## src/rtl/core/mlp_pkg.sv

```systemverilog
`timescale 1ns / 1ps

package mlp_pkg;

   localparam int NUM_CTL    = 13;
   localparam int NUM_WRITES = 23;
   localparam int CTL_W      = 4;
   localparam int STEP_W     = $clog2(NUM_WRITES);
   localparam int BYTE_W     = 8;

   // Command codes
   localparam logic CMD_SET     = 1'b0;
   localparam logic CMD_RESTORE = 1'b1;

   // Side codes
   localparam logic [1:0] SIDE_BOTH  = 2'd0;
   localparam logic [1:0] SIDE_LEFT  = 2'd1;
   localparam logic [1:0] SIDE_RIGHT = 2'd2;

   // Control indexes
   localparam logic [CTL_W-1:0] CTL_MASTER  = 4'd0;
   localparam logic [CTL_W-1:0] CTL_OGAIN   = 4'd1;
   localparam logic [CTL_W-1:0] CTL_IGAIN   = 4'd2;
   localparam logic [CTL_W-1:0] CTL_TREB    = 4'd3;
   localparam logic [CTL_W-1:0] CTL_BASS    = 4'd4;
   localparam logic [CTL_W-1:0] CTL_PCM     = 4'd5;
   localparam logic [CTL_W-1:0] CTL_SYNTH   = 4'd6;
   localparam logic [CTL_W-1:0] CTL_CD      = 4'd7;
   localparam logic [CTL_W-1:0] CTL_LINE    = 4'd8;
   localparam logic [CTL_W-1:0] CTL_MIC     = 4'd9;
   localparam logic [CTL_W-1:0] CTL_SPEAKER = 4'd10;
   localparam logic [CTL_W-1:0] CTL_OSWITCH = 4'd11;
   localparam logic [CTL_W-1:0] CTL_ISWITCH = 4'd12;

   // Level mapping constants
   localparam logic [7:0]  LEVEL_MAX   = 8'd100;
   localparam logic [7:0]  THRESH_BASE = 8'd155;
   localparam logic [7:0]  TONE_BASE   = 8'd78;
   // floor(c*255/100) == (c*SCALE_MUL) >> SCALE_SHIFT for c in 0..100
   localparam logic [13:0] SCALE_MUL   = 14'd10445;
   localparam int          SCALE_SHIFT = 12;

   typedef enum logic [1:0] {
      MAP_SCALED = 2'd0,
      MAP_THRESH = 2'd1,
      MAP_TONE   = 2'd2,
      MAP_SWITCH = 2'd3
   } map_type;

   typedef enum logic {
      SEQ_IDLE = 1'b0,
      SEQ_RUN  = 1'b1
   } seq_state_type;

   typedef struct packed {
      logic [BYTE_W-1:0] addr;
      logic [CTL_W-1:0]  ctl;
      logic              right;
      map_type           map;
   } write_desc_type;

   typedef struct packed {
      logic              wr;
      logic              restore;
      logic [CTL_W-1:0]  ctl;
      logic [1:0]        side;
      logic [BYTE_W-1:0] level;
   } lvl_update_type;

   typedef struct packed {
      logic              load;
      logic              last;
      logic [BYTE_W-1:0] addr;
      logic [CTL_W-1:0]  ctl;
      logic              right;
      map_type           map;
   } seq_step_type;

   function automatic logic [BYTE_W-1:0] dflt_left(input logic [CTL_W-1:0] ctl);
      logic [BYTE_W-1:0] v;
      unique case (ctl)
         CTL_MASTER, CTL_TREB, CTL_BASS: v = 8'd50;
         CTL_PCM, CTL_SYNTH:             v = 8'd90;
         CTL_CD:                         v = 8'd81;
         CTL_LINE:                       v = 8'd65;
         CTL_OSWITCH:                    v = 8'd31;
         CTL_ISWITCH:                    v = 8'd85;
         default:                        v = 8'd0;
      endcase
      return v;
   endfunction

   function automatic logic [BYTE_W-1:0] dflt_right(input logic [CTL_W-1:0] ctl);
      logic [BYTE_W-1:0] v;
      if (ctl == CTL_ISWITCH) v = 8'd43;
      else                    v = dflt_left(ctl);
      return v;
   endfunction

   function automatic logic is_mono(input logic [CTL_W-1:0] ctl);
      return (ctl == CTL_MIC) || (ctl == CTL_SPEAKER) || (ctl == CTL_OSWITCH);
   endfunction

   function automatic write_desc_type run_entry(input logic [STEP_W-1:0] k);
      write_desc_type d;
      unique case (k)
         5'd0:    d = '{8'h30, CTL_MASTER,  1'b0, MAP_SCALED};
         5'd1:    d = '{8'h31, CTL_MASTER,  1'b1, MAP_SCALED};
         5'd2:    d = '{8'h32, CTL_PCM,     1'b0, MAP_THRESH};
         5'd3:    d = '{8'h33, CTL_PCM,     1'b1, MAP_THRESH};
         5'd4:    d = '{8'h34, CTL_SYNTH,   1'b0, MAP_THRESH};
         5'd5:    d = '{8'h35, CTL_SYNTH,   1'b1, MAP_THRESH};
         5'd6:    d = '{8'h36, CTL_CD,      1'b0, MAP_THRESH};
         5'd7:    d = '{8'h37, CTL_CD,      1'b1, MAP_THRESH};
         5'd8:    d = '{8'h38, CTL_LINE,    1'b0, MAP_THRESH};
         5'd9:    d = '{8'h39, CTL_LINE,    1'b1, MAP_THRESH};
         5'd10:   d = '{8'h3a, CTL_MIC,     1'b0, MAP_THRESH};
         5'd11:   d = '{8'h3b, CTL_SPEAKER, 1'b0, MAP_THRESH};
         5'd12:   d = '{8'h3f, CTL_IGAIN,   1'b0, MAP_SCALED};
         5'd13:   d = '{8'h40, CTL_IGAIN,   1'b1, MAP_SCALED};
         5'd14:   d = '{8'h41, CTL_OGAIN,   1'b0, MAP_SCALED};
         5'd15:   d = '{8'h42, CTL_OGAIN,   1'b1, MAP_SCALED};
         5'd16:   d = '{8'h44, CTL_TREB,    1'b0, MAP_TONE};
         5'd17:   d = '{8'h45, CTL_TREB,    1'b1, MAP_TONE};
         5'd18:   d = '{8'h46, CTL_BASS,    1'b0, MAP_TONE};
         5'd19:   d = '{8'h47, CTL_BASS,    1'b1, MAP_TONE};
         5'd20:   d = '{8'h3c, CTL_OSWITCH, 1'b0, MAP_SWITCH};
         5'd21:   d = '{8'h3d, CTL_ISWITCH, 1'b0, MAP_SWITCH};
         5'd22:   d = '{8'h3e, CTL_ISWITCH, 1'b1, MAP_SWITCH};
         default: d = '{8'h30, CTL_MASTER,  1'b0, MAP_SCALED};
      endcase
      return d;
   endfunction

endpackage

```

## src/rtl/core/mixer_level_programmer.sv

```systemverilog
`timescale 1ns / 1ps

// Mixer level programmer: holds left/right levels of 13 mixer controls and,
// for every request transaction, emits the full run of 23 mixer register
// writes in a fixed order.
// Request channel (req_*): cmd selects set-one-level or restore-defaults;
// control, side and level describe the set. Mono controls keep left only.
// Response channel (rsp_*): one transaction per register write, carrying
// mixer_addr, mixer_data and last (high on the 23rd write of the run).
// The first write is loaded into the output register after the sequencer has
// entered its run state, once the output register is free. Throughput: one
// write per cycle when rsp_ready stays high; the next request is taken once
// the sequencer has issued its 23rd write into the output register.
// The rate is set by the sequencer, which advances one table step for each
// write it loads; the single mapping unit maps every step combinationally.
// Reset loads the default level table and leaves the output register empty.
// When the receiver stalls, the output register holds its write and the
// sequencer waits; nothing is dropped.
module mixer_level_programmer (
   input  logic                           clock,
   input  logic                           reset,
   input  logic                           req_valid,
   output logic                           req_ready,
   input  logic                           req_cmd,
   input  logic [mlp_pkg::CTL_W-1:0]      req_control,
   input  logic [1:0]                     req_side,
   input  logic [mlp_pkg::BYTE_W-1:0]     req_level,
   output logic                           rsp_valid,
   input  logic                           rsp_ready,
   output logic [mlp_pkg::BYTE_W-1:0]     rsp_mixer_addr,
   output logic [mlp_pkg::BYTE_W-1:0]     rsp_mixer_data,
   output logic                           rsp_last
);
   import mlp_pkg::*;

   lvl_update_type    upd;
   seq_step_type      step;
   logic              seq_idle;
   logic              req_take;
   logic              slot_free;
   logic [BYTE_W-1:0] rd_level;
   logic [BYTE_W-1:0] map_data;

   logic              rsp_valid_ff, rsp_valid_in;
   logic [BYTE_W-1:0] rsp_addr_ff, rsp_addr_in;
   logic [BYTE_W-1:0] rsp_data_ff, rsp_data_in;
   logic              rsp_last_ff, rsp_last_in;

   // Accept a request only while the sequencer is idle.
   assign req_ready = seq_idle;
   assign req_take  = req_valid && req_ready;

   // Apply the level update at the accept edge; the run reads the new table.
   assign upd.wr      = req_take;
   assign upd.restore = (req_cmd == CMD_RESTORE);
   assign upd.ctl     = req_control;
   assign upd.side    = req_side;
   assign upd.level   = req_level;

   // The output register is free when empty or being drained this cycle.
   assign slot_free = !rsp_valid_ff || rsp_ready;

   mlp_level_store u_store (
      .clock    (clock),
      .reset    (reset),
      .upd      (upd),
      .rd_ctl   (step.ctl),
      .rd_right (step.right),
      .rd_level (rd_level)
   );

   mlp_sequencer u_seq (
      .clock     (clock),
      .reset     (reset),
      .start     (req_take),
      .slot_free (slot_free),
      .idle      (seq_idle),
      .step      (step)
   );

   mlp_map_unit u_map (
      .level (rd_level),
      .map   (step.map),
      .data  (map_data)
   );

   // Output register: load a new write on a sequencer step, drop on handoff.
   always_comb begin
      rsp_valid_in = rsp_valid_ff;
      rsp_addr_in  = rsp_addr_ff;
      rsp_data_in  = rsp_data_ff;
      rsp_last_in  = rsp_last_ff;
      if (step.load) begin
         rsp_valid_in = 1'b1;
         rsp_addr_in  = step.addr;
         rsp_data_in  = map_data;
         rsp_last_in  = step.last;
      end else if (rsp_ready) begin
         rsp_valid_in = 1'b0;
      end
   end

   always_ff @(posedge clock) begin
      if (reset) begin
         rsp_valid_ff <= 1'b0;
      end else begin
         rsp_valid_ff <= rsp_valid_in;
      end
   end

   always_ff @(posedge clock) begin
      rsp_addr_ff <= rsp_addr_in;
      rsp_data_ff <= rsp_data_in;
      rsp_last_ff <= rsp_last_in;
   end

   assign rsp_valid      = rsp_valid_ff;
   assign rsp_mixer_addr = rsp_addr_ff;
   assign rsp_mixer_data = rsp_data_ff;
   assign rsp_last       = rsp_last_ff;

endmodule

```

## src/rtl/core/mlp_level_store.sv

```systemverilog
`timescale 1ns / 1ps

module mlp_level_store (
   input  logic                          clock,
   input  logic                          reset,
   input  mlp_pkg::lvl_update_type       upd,
   input  logic [mlp_pkg::CTL_W-1:0]     rd_ctl,
   input  logic                          rd_right,
   output logic [mlp_pkg::BYTE_W-1:0]    rd_level
);
   import mlp_pkg::*;

   logic [BYTE_W-1:0] left_ff  [NUM_CTL];
   logic [BYTE_W-1:0] right_ff [NUM_CTL];
   logic [BYTE_W-1:0] left_in  [NUM_CTL];
   logic [BYTE_W-1:0] right_in [NUM_CTL];

   always_comb begin
      for (int i = 0; i < NUM_CTL; i++) begin
         left_in[i]  = left_ff[i];
         right_in[i] = right_ff[i];
         if (upd.wr && upd.restore) begin
            left_in[i]  = dflt_left(CTL_W'(i));
            right_in[i] = dflt_right(CTL_W'(i));
         end else if (upd.wr && upd.ctl == CTL_W'(i)) begin
            if (is_mono(CTL_W'(i)) || upd.side != SIDE_RIGHT) left_in[i] = upd.level;
            if (!is_mono(CTL_W'(i)) && upd.side != SIDE_LEFT) right_in[i] = upd.level;
         end
      end
   end

   always_ff @(posedge clock) begin
      for (int i = 0; i < NUM_CTL; i++) begin
         if (reset) begin
            left_ff[i]  <= dflt_left(CTL_W'(i));
            right_ff[i] <= dflt_right(CTL_W'(i));
         end else begin
            left_ff[i]  <= left_in[i];
            right_ff[i] <= right_in[i];
         end
      end
   end

   // rd_ctl always comes from the run table, so it stays below NUM_CTL
   assign rd_level = rd_right ? right_ff[rd_ctl] : left_ff[rd_ctl];

endmodule

```

## src/rtl/core/mlp_map_unit.sv

```systemverilog
`timescale 1ns / 1ps

module mlp_map_unit (
   input  logic [mlp_pkg::BYTE_W-1:0] level,
   input  mlp_pkg::map_type           map,
   output logic [mlp_pkg::BYTE_W-1:0] data
);
   import mlp_pkg::*;

   logic [6:0]  clamped;
   logic [20:0] prod;

   assign clamped = (level > LEVEL_MAX) ? LEVEL_MAX[6:0] : level[6:0];
   assign prod    = 21'(clamped) * 21'(SCALE_MUL);

   always_comb begin
      case (map)
         MAP_SCALED: data = prod[SCALE_SHIFT +: BYTE_W];
         MAP_THRESH: data = (level == '0) ? '0 : THRESH_BASE + BYTE_W'(clamped);
         MAP_TONE:   data = TONE_BASE + BYTE_W'(clamped);
         default:    data = level;
      endcase
   end

endmodule

```

## src/rtl/core/mlp_sequencer.sv

```systemverilog
`timescale 1ns / 1ps

module mlp_sequencer (
   input  logic                  clock,
   input  logic                  reset,
   input  logic                  start,
   input  logic                  slot_free,
   output logic                  idle,
   output mlp_pkg::seq_step_type step
);
   import mlp_pkg::*;

   seq_state_type     state_ff, state_in;
   logic [STEP_W-1:0] k_ff, k_in;
   write_desc_type    desc;
   logic              at_last;
   logic              load;

   assign desc    = run_entry(k_ff);
   assign at_last = (k_ff == STEP_W'(NUM_WRITES - 1));

   // next state
   always_comb begin
      state_in = state_ff;
      unique case (state_ff)
         SEQ_IDLE: if (start) state_in = SEQ_RUN;
         SEQ_RUN:  if (slot_free && at_last) state_in = SEQ_IDLE;
         default:  state_in = SEQ_IDLE;
      endcase
   end

   // outputs
   always_comb begin
      idle = 1'b0;
      load = 1'b0;
      unique case (state_ff)
         SEQ_IDLE: idle = 1'b1;
         SEQ_RUN:  load = slot_free;
         default:  idle = 1'b0;
      endcase
   end

   always_comb begin
      k_in = k_ff;
      if (start && idle)  k_in = '0;
      else if (load)      k_in = k_ff + 1'b1;
   end

   always_ff @(posedge clock) begin
      if (reset) begin
         state_ff <= SEQ_IDLE;
         k_ff     <= '0;
      end else begin
         state_ff <= state_in;
         k_ff     <= k_in;
      end
   end

   assign step.load  = load;
   assign step.last  = at_last;
   assign step.addr  = desc.addr;
   assign step.ctl   = desc.ctl;
   assign step.right = desc.right;
   assign step.map   = desc.map;

endmodule

```

## config.mk

```make
export PLATFORM = sky130hd
export DESIGN_NAME = mixer_level_programmer
export DESIGN_NICKNAME = d
export VERILOG_FILES = /design/src/rtl/core/mlp_pkg.sv /design/src/rtl/core/mixer_level_programmer.sv /design/src/rtl/core/mlp_level_store.sv /design/src/rtl/core/mlp_map_unit.sv /design/src/rtl/core/mlp_sequencer.sv
export SDC_FILE = /design/constraint.sdc
export NUM_CORES = 1
export LEC_CHECK = 0
export BUFFER_PORTS_ARGS = -buffer_cell sky130_fd_sc_hd__buf_2
export CAP_MARGIN = 20
export CORE_AREA = 2 2 201 252
export CTS_BUF_LIST = sky130_fd_sc_hd__clkbuf_2
export CTS_CLUSTER_DIAMETER = 30
export CTS_CLUSTER_SIZE = 24
export DETAILED_ROUTE_END_ITERATION = 16
export DIE_AREA = 0 0 203 254
export GPL_ROUTABILITY_DRIVEN = 1
export PLACE_DENSITY = 0.49
export SKIP_LAST_GASP = 1
export SYNTH_ARGS = -nofsm -noshare
export SYNTH_HDL_FRONTEND = slang
export SYNTH_SLANG_ARGS = --single-unit
```

## constraint.sdc

```tcl
create_clock -name clock -period 8.65 [get_ports clock]
set_input_delay 1.73 -clock clock [delete_from_list [all_inputs] [get_ports clock]]
set_output_delay 1.73 -clock clock [all_outputs]
set_load 0.01 [all_outputs]
```

# Yosys cells after proc, flatten, opt, wreduce, memory -nomap -nowiden
# Memories as Yosys holds them, arrays and structs flattened. A register that Yosys moved wholly into a read port is not among the register bits.
# Index checks and enable logic that the tools add are counted.
[totals] reg_bits=24 latch_bits=0 mem_bits_rw=208 romBits=448 word_cells=269 n_memories=3
[classes] add_sub_neg=3 n_mul=1 div_mod_pow=0 order_cmp=1 eq_ne=61 shift=0 mux=119 bitwise=27 n_reduce_logical=48
[memory_table] name="(no name shown)" depth=32 width=14 read_ports=1 rd_clocked_by_memory_dff=1 wr=0 line="mlp_pkg.sv:106" rtl="unique case (k)"
[memory_table] name="u_store.left_ff" depth=13 width=8 read_ports=1 rd_clocked_by_memory_dff=0 wr=13 line="mlp_level_store.sv:13" rtl="logic [BYTE_W-1:0] left_ff [NUM_CTL];"
[memory_table] name="u_store.right_ff" depth=13 width=8 read_ports=1 rd_clocked_by_memory_dff=0 wr=13 line="mlp_level_store.sv:14" rtl="logic [BYTE_W-1:0] right_ff [NUM_CTL];"
[op_table] op="2-to-1 mux 8 bit" count=105
[op_table] op="!= test 3 bit (second input constant)" count=20
[op_table] op="AND reduction 3 bit" count=20
[op_table] op="!= test 2 bit (second input constant)" count=24
[op_table] op="bitwise OR 1 bit" count=26
[op_table] op="case mux 8 bit (3 select lines)" count=1
[op_table] op="equality test 4 bit (second input constant)" count=5
[op_table] op="multiplier 7 x 14 -> 20 bit (second input constant)" count=1
[op_table] op="logical AND 1 bit" count=17
[op_table] op="equality test 4 x 3 -> 1 bit (second input constant)" count=4
[op_table] op="2-to-1 mux 5 bit" count=2
[op_table] op="2-to-1 mux 1 bit" count=9
[op_table] op="adder 7 x 7 -> 8 bit (first input constant)" count=1
[op_table] op="adder 8 x 7 -> 8 bit (first input constant)" count=1
[op_table] op="equality test 4 x 2 -> 1 bit (second input constant)" count=2
[op_table] op="greater-than comparator 8 x 7 -> 1 bit (second input constant)" count=1
[op_table] op="zero test 8 bit" count=1
[op_table] op="AND reduction 2 bit" count=4
[op_table] op="2-to-1 mux 7 bit" count=1
[op_table] op="adder 5 x 1 -> 5 bit (second input constant)" count=1
[op_table] op="equality test 5 bit (second input constant)" count=1
[op_table] op="equality test 4 x 1 -> 1 bit (second input constant)" count=1
[op_table] op="zero test 4 bit" count=1
[op_table] op="equality test 2 x 1 -> 1 bit (second input constant)" count=1
[op_table] op="10 further kinds" count=10

# Logic depth before layout (Yosys ltp)
# An unclocked memory read counts as a cell.
[logic_depth] word_depth=7 ltp_mapped=27

# Cells and area by module
# A second synthesis with hierarchy kept.
[unflattened] cells_unflattened=1086 area_unflattened_um2=12389.4
[modules_own_cells] mod="mlp_level_store" n_inst=1 cells_per_inst=690 area_each_um2=8659.6
[modules_own_cells] mod="mlp_map_unit" n_inst=1 cells_per_inst=269 area_each_um2=2144.6
[modules_own_cells] mod="mlp_sequencer" n_inst=1 cells_per_inst=105 area_each_um2=1022.2
[modules_own_cells] mod="mixer_level_programmer" n_inst=1 cells_per_inst=22 area_each_um2=563.0

# Worst setup path after synthesis
# OpenSTA, ideal clock, no wires.
[synth_path] kind="register to register" from="reg, netlist name u_seq.desc[3]" to="reg rsp_data_ff[4], in the netlist rsp_mixer_data[4], data pin" setup_ns=0.256 arrival_ns=5.764 required_ns=8.394 setup_slack_ns=2.629 stages_incl_launch_ff=26 path_buffers=2 period_less_slack_ns=6.021 cell_sequence="dfxtp_1 -> buf_6 -> mux4_2 -> mux2_2 -> o221a_1 -> a221oi_4 -> buf_2 -> nor2_1 -> nand2_1 -> nand3_1 -> ha_1 -> inv_1 -> ha_1 -> fa_1 -> inv_1 -> fa_1 -> inv_1 -> ha_1 -> and4_1 -> nand3_1 -> nor4_1 -> a21oi_4 -> o211a_1 -> a2111oi_2 -> a31oi_1 -> o22a_1"
[synth_via] elab_chain_len=7 word_cells_on_any_way=11 classes_between="add/sub (2); mul (1); order compare (1); mux (4); reduce/logical (1); memory (2)"
[synth_lines] item="memory read (13 x 8 bit), on equally long branches"
[synth_lines] item="2-to-1 mux 8 bit (*)" line="mlp_level_store.sv:45" rtl="assign rd_level = rd_right ? right_ff[rd_ctl] : left_ff[rd_ctl];"
[synth_lines] item="parallel branches: the longest is 4 deep, another holds multiplier 7 x 14 -> 20 bit"
[synth_lines] item="case mux 8 bit (3 select lines) (*)" line="mlp_map_unit.sv:17" rtl="case (map)"
[synth_lines] item="via map_data[4]" line="mixer_level_programmer.sv:42" rtl="logic [BYTE_W-1:0] map_data;"
[synth_lines] item="end signal, assigned" line="mixer_level_programmer.sv:113" rtl="rsp_data_ff <= rsp_data_in;"
[synth_lines] item="end, declared" line="mixer_level_programmer.sv:46" rtl="logic [BYTE_W-1:0] rsp_data_ff, rsp_data_in;"
# Mark *: on every way through the listed nets, which the timed path passes.
# A chain may end at the register's enable or synchronous reset.

# Final worst setup path
[layout_path] from="reg, netlist name u_seq.desc[3]" to="reg rsp_data_ff[4], in the netlist rsp_mixer_data[4], data pin"
[layout_via] elab_chain_len=7 word_cells_on_any_way=11 classes_between="add/sub (2); mul (1); order compare (1); mux (4); reduce/logical (1); memory (2)"
[layout_lines] item="memory read (13 x 8 bit), on equally long branches"
[layout_lines] item="2-to-1 mux 8 bit (*)" line="mlp_level_store.sv:45"
[layout_lines] item="parallel branches: the longest is 4 deep, another holds multiplier 7 x 14 -> 20 bit"
[layout_lines] item="case mux 8 bit (3 select lines) (*)" line="mlp_map_unit.sv:17"
[layout_lines] item="via map_data[4]" line="mixer_level_programmer.sv:42"
# Marked as above.

==> metrics <==
status=finished clean; max-slew violation count=0; Starting Density=24.9%; CTS tree=yes; DRC errors left=0; I/O pin total=38; r2r worst-path depth=24; antenna viol nets, final=0; Non-Filler Instances=1822; Slew @ Worst Pin=1.15 ns; setup slack, reg-to-reg=roughly 1.5 ns; register area=approximately 6400 um^2; R2R Path End=rsp_mixer_data[4]; Tmin final=roughly 7 ns; Num CTS Buffers=49; hold violation total from the final report=0; share of the synthesized area in the top cell type=49.0%; filler instances=5113; die area=51600 um^2; Final Util=27.8%; DRT iter0 DRCs=619; synth top area cells=edfxtp_1 49%, ha_1 6.5%, nor2_1 5.0%, mux2i_1 4.0%, nand2_1 4.0%; Yosys reg bits=219; Hold Path Class=register to register; Port Buffers=36; RePlAce Congestion=0.859; WP data arrival=7.85 ns; period utilization=83.1%; placed insts=1730; post-synthesis sequential area ratio=52.3%; most common cell after layout, fill and taps aside=edfxtp_1; Core Area=49100 um^2; Hold Path Origin=u_seq.desc[9]; largest net degree at the start of global routing=~50; Post-CTS Setup Bufs=0; initial antenna violation count=1; Async S/R FF share, synth=0%; syn avg cell area=11.2 um^2; area grow syn2layout=12.0%; startpoint types=register; area of the multi-input gates=5360 um^2; final setup margin=around 1.5 ns; startpoint of the worst setup timing path=u_seq.desc[3]; Mapped Nets=1181; Main synth FF type=edfxtp_1; Crit. End Element=register; Critical R2R Launch=u_seq.desc[3]; Die Wd=203 um; commonest non-fill, non-tap cells in the layout=199 x edfxtp_1, 162 x nor2_1, 130 x nand2_1; die height=254 um; CTS Sinks=219; CTS Hold Buffers Added=0; Mapped Area=12200 um^2; Cell Rows=91; final total power=3.23 mW; Total GRT Usage=14.1%; largest area contributor in the netlist=edfxtp_1; RSZ-0062 raised after global routing=false; total number of vias=8687; maximum net fanout on the critical path=35; Hold EP=rsp_mixer_addr[2]; cell count after synthesis=~1100; vias in the first global route=8857; layout cells sized above 1=15.0%; final setup violation count=0; HPWL Detailed=about 26 mm; fmax=139 MHz; # Max-Cap Violations=0; Final #Nets=~1200; Worst Hold Depth=0; average vias per placed instance=4.77; root buf cell=clkbuf_2; GR Overflow Total=0; clock slew at reported path FFs=0.15 ns; drt total wl=between 30 and 40 mm; Worst Skew=between 0.07 and 0.08 ns; pre-CTS WS=1.48 ns; drt pass-1 iters=5; Cell Pwr Density=approximately 240 nW/um^2; Worst-Skew Late Latency=0.88 ns; first-pass GRT wire length=54.6 mm; synth warn=0; post-cts sizing count=0; hold_ws=0.420 ns; CP required=9.31 ns; Finished Cell Area=13700 um^2; WL/cell=19.9 um; Rel. slew slack=approximately 23%; placed cell areas=between 10000 and 15000 um^2; Post-synth EDFFs=199; WS Path Type=register to register; Static Leak=4.84 nW; clk buf depth=3; H-tree depth=2; final setup TNS=0 ns; peak supply drop=approximately 0.081 mV; post-synthesis cell type count=85
==> worst max-delay path: stages, from the launching register on <==
cell and delay [ns]:
dfxtp_2 0.62, buf_4 0.54, mux4_1 0.63, or3_1 0.31, o21ai_0 0.18, o31a_1 0.32, nand2_1 0.17, nand2_1 0.11
nand3_1 0.29, ha_1 0.42, inv_1 0.06, ha_1 0.20, fa_1 0.48, inv_1 0.05, fa_1 0.50, inv_1 0.05
ha_1 0.29, and4_1 0.16, nand3_1 0.09, nor4_1 0.39, a21oi_4 0.18, o211a_1 0.26, a2111oi_2 0.37, a31oi_1 0.08
o22a_1 0.22
==> sequential cells by signal, indices dropped and copies added (netlist names) <==
register	cells
rsp_last	1
rsp_mixer_addr	6
rsp_mixer_data	8
rsp_valid	1
u_seq.desc	13
u_seq.k_ff	5
u_seq.state_ff	1
u_store.left_ff	104
u_store.right_ff	80
==> how the worst max path moves through the flow <==
stage	to	slack [ns]	depth (start not counted)
4_1_cts	rsp_mixer_data[4]	1.44	24
6_report	rsp_mixer_data[4]	1.46	24
3_3_place_gp	rsp_mixer_data[4]	1.61	22
3_5_place_dp	rsp_mixer_data[4]	1.48	24
2_1_floorplan	rsp_mixer_data[4]	2.63	25
5_1_grt	rsp_mixer_data[4]	1.12	24
==> power breakdown <==
part	internal [mW]	leakage [nW]	switching [mW]
logic	0.420	2.36	0.636
clock network	0.420	0.402	0.484
registers	1.25	2.08	0.0257
==> per-layer routing <==
layer	share of wire, %	vias to the layer above	global-route usage, %
met2	52	263	25.6
li1	-	4076	-
met3	4.4	75	2.36
met4	3.5	0	6.03
met1	40	4273	16.3
met5	0	-	0
==> final cells by class <==
| type | count | area share [%] |
|---|---|---|
| Clock inverter | 33 | 2.86 |
| Multi-Input combinational cell | 770 | 39.3 |
| Tap cell | 651 | 5.96 |
| Inverter | 45 | 1.24 |
| Antenna cell | 1 | 0.0183 |
| Clock buffer | 56 | 2.05 |
| Sequential cell | 219 | 46.7 |
| Timing Repair Buffer | 47 | 1.89 |
==> kinds of logic after synthesis <==
kind of cell             count (synthesis)  synth area share, %
other                                    1               0.0307
flip-flops                             219                 52.3
XOR/XNOR                                19                 1.36
multiplexers                            70                 7.32
adder cells (fa/ha/maj)                 73                 8.11
AO/OA/AOI/OAI                          191                 11.7
AND/OR/NAND/NOR                        416                 15.4
buffers and inverters                  100                 3.77
==> synth_stat cells, types with 4 or more instances <==
master and number:
a31oi_1 9, clkbuf_1 30, buf_2 7, nand2b_1 23, nor2b_1 12, nand4_1 6
nor2_1 162, a22oi_1 11, fa_1 10, o21bai_1 6, buf_1 4, nand2_1 130
ha_1 63, or2_2 5, dfxtp_1 20, buf_6 6, nand3_1 13, o31a_1 6
mux2_2 8, a211oi_1 6, mux2i_1 49, a221oi_1 5, xor2_1 7, xnor2_1 12
or3_1 8, and2_1 17, mux4_2 8, mux4_1 5, a21o_1 25, o22ai_1 7
o21ai_0 23, nor4_1 4, o211ai_1 4, buf_4 8, inv_1 43, nor3_1 17
a21oi_1 44, edfxtp_1 199
Power figures use the tool's default switching activity.
